`src/rtl/core/cppe_pkg.sv`:
```
// Shared types and constants of the clipped page pixel engine.
`default_nettype none

package cppe_pkg;

  localparam int unsigned MODE_W  = 3;
  localparam int unsigned COORD_W = 11;
  localparam int unsigned PIX_W   = 8;

  typedef enum logic [MODE_W-1:0] {
    MODE_KEYED  = 3'd0,
    MODE_OPAQUE = 3'd1,
    MODE_READ   = 3'd2,
    MODE_SPAN   = 3'd3,
    MODE_CLEAR  = 3'd4
  } mode_t;

  typedef struct packed {
    logic load;
    logic setup;
    logic wr;
    logic step;
    logic rd;
    logic out_load;
  } cmd_t;

  typedef struct packed {
    logic do_write;
    logic do_read;
    logic last;
  } sts_t;

endpackage

`default_nettype wire

```
`src/rtl/core/cppe_ctrl.sv`:
```
// Controller state machine: command sequencing, write loop and result handshake.
`default_nettype none

module cppe_ctrl (
  input  logic           clk,
  input  logic           rst,
  input  logic           s_tvalid,
  output logic           s_tready,
  output logic           m_tvalid,
  input  logic           m_tready,
  input  cppe_pkg::sts_t sts,
  output cppe_pkg::cmd_t cmd
);
  import cppe_pkg::*;

  typedef enum logic [2:0] {
    ST_IDLE,
    ST_SETUP,
    ST_WRITE,
    ST_READ,
    ST_DONE
  } state_t;

  state_t state;
  state_t state_next;

  assign s_tready = (state == ST_IDLE);

  always_comb begin
    cmd        = '0;
    state_next = state;
    case (state)
      ST_IDLE: begin
        cmd.load = s_tvalid;
        if (s_tvalid) begin
          state_next = ST_SETUP;
        end
      end
      ST_SETUP: begin
        cmd.setup = 1'b1;
        if (sts.do_write) begin
          state_next = ST_WRITE;
        end else if (sts.do_read) begin
          state_next = ST_READ;
        end else begin
          state_next = ST_DONE;
        end
      end
      ST_WRITE: begin
        cmd.wr   = 1'b1;
        cmd.step = !sts.last;
        if (sts.last) begin
          state_next = ST_DONE;
        end
      end
      ST_READ: begin
        cmd.rd     = 1'b1;
        state_next = ST_DONE;
      end
      ST_DONE: begin
        cmd.out_load = !m_tvalid || m_tready;
        if (cmd.out_load) begin
          state_next = ST_IDLE;
        end
      end
      default: begin
        state_next = ST_IDLE;
      end
    endcase
  end

  always_ff @(posedge clk) begin
    if (rst) begin
      state    <= ST_IDLE;
      m_tvalid <= 1'b0;
    end else begin
      state <= state_next;
      if (cmd.out_load) begin
        m_tvalid <= 1'b1;
      end else if (m_tready) begin
        m_tvalid <= 1'b0;
      end
    end
  end

  a_accept_busy: assert property (@(posedge clk) disable iff (rst)
    (s_tvalid && s_tready) |=> !s_tready)
    else $error("input accepted twice without setup");

  a_out_slot_free: assert property (@(posedge clk) disable iff (rst)
    cmd.out_load |-> (!m_tvalid || m_tready))
    else $error("result loaded over an untaken transfer");

  a_loop_continues: assert property (@(posedge clk) disable iff (rst)
    (cmd.wr && !sts.last) |=> cmd.wr)
    else $error("write loop ended early");

  a_wr_rd_exclusive: assert property (@(posedge clk) disable iff (rst)
    !(cmd.wr && cmd.rd))
    else $error("page store written and read together");

endmodule

`default_nettype wire

```
`config.mk`:
```
export PLATFORM = sky130hd
export DESIGN_NAME = cppe_ctrl
export DESIGN_NICKNAME = d
export VERILOG_FILES = /design/src/rtl/core/cppe_pkg.sv /design/src/rtl/core/cppe_ctrl.sv
export SDC_FILE = /design/constraint.sdc
export NUM_CORES = 1
export LEC_CHECK = 0
export BUFFER_PORTS_ARGS = -buffer_cell sky130_fd_sc_hd__clkbuf_2
export CAP_MARGIN = 20
export CORE_AREA = 8 8 45 47
export CTS_BUF_LIST = sky130_fd_sc_hd__clkbuf_4
export DETAILED_ROUTE_END_ITERATION = 8
export DIE_AREA = 0 0 53 55
export SLEW_MARGIN = 10
export SYNTH_ARGS = -nofsm -noshare
export SYNTH_HDL_FRONTEND = slang
export SYNTH_SLANG_ARGS = --single-unit
```
`constraint.sdc`:
```
create_clock -name clk -period 1.47 [get_ports clk]
set_input_delay 0.294 -clock clk [delete_from_list [all_inputs] [get_ports clk]]
set_output_delay 0.294 -clock clk [all_outputs]
set_load 0.005 [all_outputs]
```
# Word level (Yosys, flattened, before mapping)
# Index checks and enable logic that the tools add are counted.
# totals
register_bits,4
inputBits,7
output_inout_bits,8
elab_cells,28
# classes
eq_ne,7
mux,13
reduce_logical,6
# ops
cell,count
$mux W3,5
$pmux W3 S5,1
$eq A3 B2 Y1 const B,2
$mux W1,6
$ne A2 B2 Y1 const B,3
$eq A3 B1 Y1 const B,1
$eq A3 B3 Y1 const B,1
$logic_not A3 Y1,1
$reduce_and A3 Y1,1
$logic_not A1 Y1,2
$mux W2,1
$reduce_bool A2 Y1,1
$logic_or A1 B1 Y1,1

# Logic depth before layout (Yosys ltp)
# depth
ltp_word,4
ltp_mapped,3
mapped_depth_nobuf,3

# Worst setup path after synthesis
# OpenSTA, ideal clock, no wires.
# synth_path
path_type,register to output
startpoint,register state[2]
endpoint,output port cmd[0] in the netlist's numbering
arrival_time_ns,0.997
required_ns,1.176
setup_slack_ns,0.179
stages_incl_launch_ff,3
path_buffers,0
cell_sequence,dfxtp_1 > or3b_1 > and2b_2
# synth_lines
item,line,rtl
start: declaration,cppe_ctrl.sv:24,state_t state;
start signal: assignment,cppe_ctrl.sv:77,state <= state_next;
end: declaration,cppe_ctrl.sv:12,output cppe_pkg::cmd_t cmd

==> report_table.html <==
<table>
<tr><th>Metric</th><th>Value</th></tr>
<tr><th colspan="2">Outcome</th></tr>
<tr><td>Run status</td><td>complete, but fails checks</td></tr>
<tr><td>Violations in the final reports</td><td>negative setup slack</td></tr>
<tr><th colspan="2">Synth</th></tr>
<tr><td>Register area share after synthesis</td><td>34.59%</td></tr>
<tr><td>Most frequently used flop master after synthesis</td><td>sky130_fd_sc_hd__dfxtp_1</td></tr>
<tr><td>Number of distinct library cells after synthesis</td><td>17</td></tr>
<tr><td>Number of flops mapped to enable cells by yosys</td><td>0</td></tr>
<tr><td>Average cell area after synthesis</td><td>8.267 um^2</td></tr>
<tr><td>Ys Warns</td><td>0</td></tr>
<tr><td>Fraction of registers with async set/reset</td><td>0%</td></tr>
<tr><td>Total of flip-flops plus latches after synthesis</td><td>4</td></tr>
<tr><td>Post-synthesis net count</td><td>35</td></tr>
<tr><td>Post-Syn Instances</td><td>28</td></tr>
<tr><td>Area of the mapped netlist</td><td>231.5 um^2</td></tr>
<tr><th colspan="2">CTS</th></tr>
<tr><td>Number of H-tree levels</td><td>1</td></tr>
<tr><td>Source-to-sink clock delay at the later pin of the worst-skew pair</td><td>0.23 ns</td></tr>
<tr><td>Clock-pin slew reported for the worst setup and hold paths after clock tree synthesis</td><td>0.04 ns</td></tr>
<tr><td>Maximum clock insertion buffer count</td><td>2</td></tr>
<tr><td>Clock root buffer</td><td>sky130_fd_sc_hd__clkbuf_4</td></tr>
<tr><td>Total clock buffers created by CTS</td><td>3</td></tr>
<tr><td>Clock tree from TritonCTS</td><td>done</td></tr>
<tr><td>Clock sink total</td><td>4</td></tr>
<tr><th colspan="2">Routing</th></tr>
<tr><td>Routed wirelength normalized by instance count</td><td>10.36 um</td></tr>
<tr><td>Length of the first detailed-routing pass in iterations</td><td>2</td></tr>
<tr><td>DRC violations left</td><td>0</td></tr>
<tr><td>Number of DRC markers after the initial detailed-route iteration</td><td>1</td></tr>
<tr><td>Total number of vias</td><td>296</td></tr>
<tr><td>Remaining antenna violation count</td><td>0</td></tr>
<tr><td>Routed wire length</td><td>725 um</td></tr>
<tr><td>Via-to-Cell Ratio</td><td>4.229</td></tr>
<tr><th colspan="2">Place</th></tr>
<tr><td>Count of input and output buffers</td><td>14</td></tr>
<tr><td>Worst slack at placement</td><td>0.08871 ns</td></tr>
<tr><td>Final weighted congestion of routability-driven global placement</td><td>0.6695</td></tr>
<tr><td>Post-DP HPWL</td><td>529.1 um</td></tr>
<tr><td>Placed instance count</td><td>60</td></tr>
<tr><td>Cell Area, Placed</td><td>336.6 um^2</td></tr>
<tr><th colspan="2">Hold path</th></tr>
<tr><td>Worst Hold Class</td><td>primary input to register</td></tr>
<tr><td>Number of cells on the worst hold path</td><td>2</td></tr>
<tr><td>End point of the most critical hold path</td><td>state[1]$_SDFFE_PP0P_</td></tr>
<tr><td>Worst Min Path Start</td><td>rst</td></tr>
<tr><th colspan="2">Final layout</th></tr>
<tr><td>Final non-filler cell total</td><td>70</td></tr>
<tr><td>Synth-to-layout area growth</td><td>98.92%</td></tr>
<tr><td>Layout Cell Area excl Fill</td><td>460.4 um^2</td></tr>
<tr><td>Ant. Diodes</td><td>0</td></tr>
<tr><td>Layout cell share with drive strength beyond 1</td><td>70.37%</td></tr>
<tr><td>Post-layout net count</td><td>63</td></tr>
<tr><th colspan="2">STA</th></tr>
<tr><td>Worst setup slack after layout</td><td>-0.08695 ns</td></tr>
<tr><td>Total Neg Setup Slack</td><td>-0.08704 ns</td></tr>
<tr><td>Worst-margin pin slew</td><td>0.2883 ns</td></tr>
<tr><td>Maximum clock frequency</td><td>642.3 MHz</td></tr>
<tr><td>Count of final max-slew check failures</td><td>0</td></tr>
<tr><td>RSZ-0062 raised after global routing</td><td>true</td></tr>
<tr><td>Endpoints failing setup</td><td>2</td></tr>
<tr><td>Fin crit period</td><td>1.557 ns</td></tr>
<tr><td>Crit share post-route</td><td>105.9%</td></tr>
<tr><td>Final-report hold violation count</td><td>0</td></tr>
<tr><td>Headroom to the max-slew limit</td><td>80.73%</td></tr>
<tr><td>Fin Clk Skew</td><td>0.001726 ns</td></tr>
<tr><th colspan="2">Power and ir drop</th></tr>
<tr><td>Leak pwr</td><td>0.2222 nW</td></tr>
<tr><td>Power dissipated by switching net loads</td><td>0.0001164 W</td></tr>
<tr><td>Combinational fraction of design power</td><td>37.7%</td></tr>
<tr><td>Portion of total power attributed to the clock network</td><td>31.5%</td></tr>
<tr><td>Worst VDD drop</td><td>0.2979 mV</td></tr>
<tr><td>Part of the power in registers</td><td>30.7%</td></tr>
<tr><td>Switching share of power</td><td>27.32%</td></tr>
<tr><td>Overall power of the completed layout</td><td>0.0004261 W</td></tr>
<tr><td>Internal portion of total power</td><td>0.0003097 W</td></tr>
<tr><td>Pwr Density</td><td>925.5 nW/um^2</td></tr>
<tr><th colspan="2">Critical path</th></tr>
<tr><td>Crit path launch</td><td>state[1]$_SDFFE_PP0P_</td></tr>
<tr><td>Launch instance of the worst register-to-register path</td><td>state[2]$_SDFFE_PP0P_</td></tr>
<tr><td>Crit path arrival time</td><td>1.26 ns</td></tr>
<tr><td>Series of cell instances along the critical path</td><td>or3b_4 &gt; and2b_2 &gt; clkbuf_2</td></tr>
<tr><td>Setup Crit Path Kind</td><td>register to primary output</td></tr>
<tr><td>Crit path buffers/inverters</td><td>1</td></tr>
<tr><td>Max stage delay cell, worst path</td><td>sky130_fd_sc_hd__or3b_4</td></tr>
<tr><td>R2R Setup Slk</td><td>0.21 ns</td></tr>
<tr><td>Endpoint of the lowest-slack register-to-register path</td><td>state[2]$_SDFFE_PP0P_</td></tr>
<tr><td>Worst-path fanout max</td><td>4</td></tr>
<tr><td>Critical path capture point type</td><td>primary output</td></tr>
<tr><td>Required time worst endpoint</td><td>1.18 ns</td></tr>
<tr><td>Element type at the critical path start</td><td>register</td></tr>
<tr><td>Largest stage delay, worst path</td><td>0.39 ns</td></tr>
<tr><td>Cell class contributing the biggest share of worst-path delay</td><td>simple AND/OR/NAND/NOR gates</td></tr>
<tr><td>Critical path depth in cells</td><td>3</td></tr>
<tr><td>FF-to-FF path depth</td><td>4</td></tr>
<tr><th colspan="2">Floorplan</th></tr>
<tr><td>Chip height</td><td>55 um</td></tr>
<tr><td>Overall die area</td><td>2915 um^2</td></tr>
<tr><td>Number of top-level design ports</td><td>15</td></tr>
<tr><td>Die W</td><td>53 um</td></tr>
<tr><td>Placeable core region</td><td>1384 um^2</td></tr>
<tr><td>Std-Cell Rows</td><td>14</td></tr>
<tr><td>Effective utilization at floorplan</td><td>16.73%</td></tr>
<tr><th colspan="2">Global route</th></tr>
<tr><td>Vias in the first global route</td><td>268</td></tr>
<tr><td>Total routing resource utilization after global routing</td><td>5.188%</td></tr>
<tr><td>Number of antenna violations at the first check in global routing</td><td>0</td></tr>
<tr><td>Final global-route overflow total</td><td>0</td></tr>
<tr><td>Largest net degree at the start of global routing</td><td>5</td></tr>
<tr><td>Wire length of the first global-routing pass</td><td>1041 um</td></tr>
<tr><th colspan="2">Run</th></tr>
<tr><td>Number of max-cap violations</td><td>0</td></tr>
</table>
-- worst register-to-register path: stages (launching register included) --
cell and delay (ns):
sky130_fd_sc_hd__dfxtp_2 0.34, sky130_fd_sc_hd__buf_4 0.13, sky130_fd_sc_hd__and2b_2 0.23, sky130_fd_sc_hd__buf_4 0.13
sky130_fd_sc_hd__o31a_2 0.32
-- state kept, by name, indices dropped and copies added, names as in the netlist --
signal,flops
state,3
m_tvalid,1
-- synth_stat cells, drive strengths merged (2+ instances only) --
master | number | area, um^2
and2 | 2 | 12.51
nor3b | 2 | 15.01
dfxtp | 4 | 80.08
a21oi | 3 | 15.01
nor2 | 4 | 15.01
and2b | 2 | 17.52
-- through the flow --
| step | utilization (%) | hold slack (ns) |
|---|---|---|
| 2_1_floorplan | - | 0.3631 |
| 3_3_place_gp | 24.32 | 0.5021 |
| 3_5_place_dp | 24.32 | 0.5047 |
| 4_1_cts | 29.11 | 0.2450 |
| 5_1_grt | 33.27 | 0.2526 |
| 6_report | 33.27 | 0.2572 |
-- layout make-up --
cell class,count,area [um^2]
inverters,1,3.754
repair buffers,23,141.4
flip-flops and latches,4,86.33
multi-input cells,23,186.4
clock buffers,3,22.52
well taps,16,20.02
fillers,152,923.4
-- metal layers --
| metal | up-vias | GRT usage [%] | wire length (um) |
|---|---|---|---|
| li1 | 151 | - | - |
| met1 | 134 | 4.097 | 209 |
| met2 | 9 | 8.398 | 419 |
| met3 | 2 | 2.674 | 76 |
| met4 | 0 | 6.466 | 19 |
| met5 | - | 0 | 0 |
-- timing repair --
item                                    CTS  global route
setup buffers                             4             3
endpoints found under the setup margin    3             6
hold endpoints to repair                  0             0
hold buffers                              0             0
pin swaps                                 1             3
gates resized for setup                   6             6
-- cell families after synthesis --
group,share of synthesized area (%)
buf+inv,1.620
simple gates,46.49
flops,34.60
mux,4.324
compound gates,12.97
-- placed cells by master, fill, tap and decap left out, types with 2 or more instances in the layout --
master	count
sky130_fd_sc_hd__nor2_1	4
sky130_fd_sc_hd__buf_4	8
sky130_fd_sc_hd__a21oi_1	3
sky130_fd_sc_hd__and2_1	2
sky130_fd_sc_hd__clkbuf_4	3
sky130_fd_sc_hd__dfxtp_2	2
sky130_fd_sc_hd__clkbuf_2	14
sky130_fd_sc_hd__and2b_2	2
-- power groups by stage --
stage | registers [W] | clock network [W] | logic (W)
2_1_floorplan | 0.000133 | 0 | 0.0000477
3_3_place_gp | 0.000133 | 0 | 0.0000982
3_5_place_dp | 0.000133 | 0 | 0.0000985
4_1_cts | 0.000129 | 0.000142 | 0.000122
5_1_grt | 0.000132 | 0.000153 | 0.000178
6_report | 0.000131 | 0.000134 | 0.000161
-- worst max path at each step --
| stage | endpoint | slack, ns |
|---|---|---|
| after global routing | cmd[0] | -0.15 |
| after detailed placement | cmd[0] | 0.09 |
| after global placement | cmd[0] | 0.1 |
| after floorplan | cmd[0] | 0.18 |
| after CTS | cmd[0] | -0.09 |
| final | cmd[0] | -0.09 |
Power figures use the tool's default switching activity.
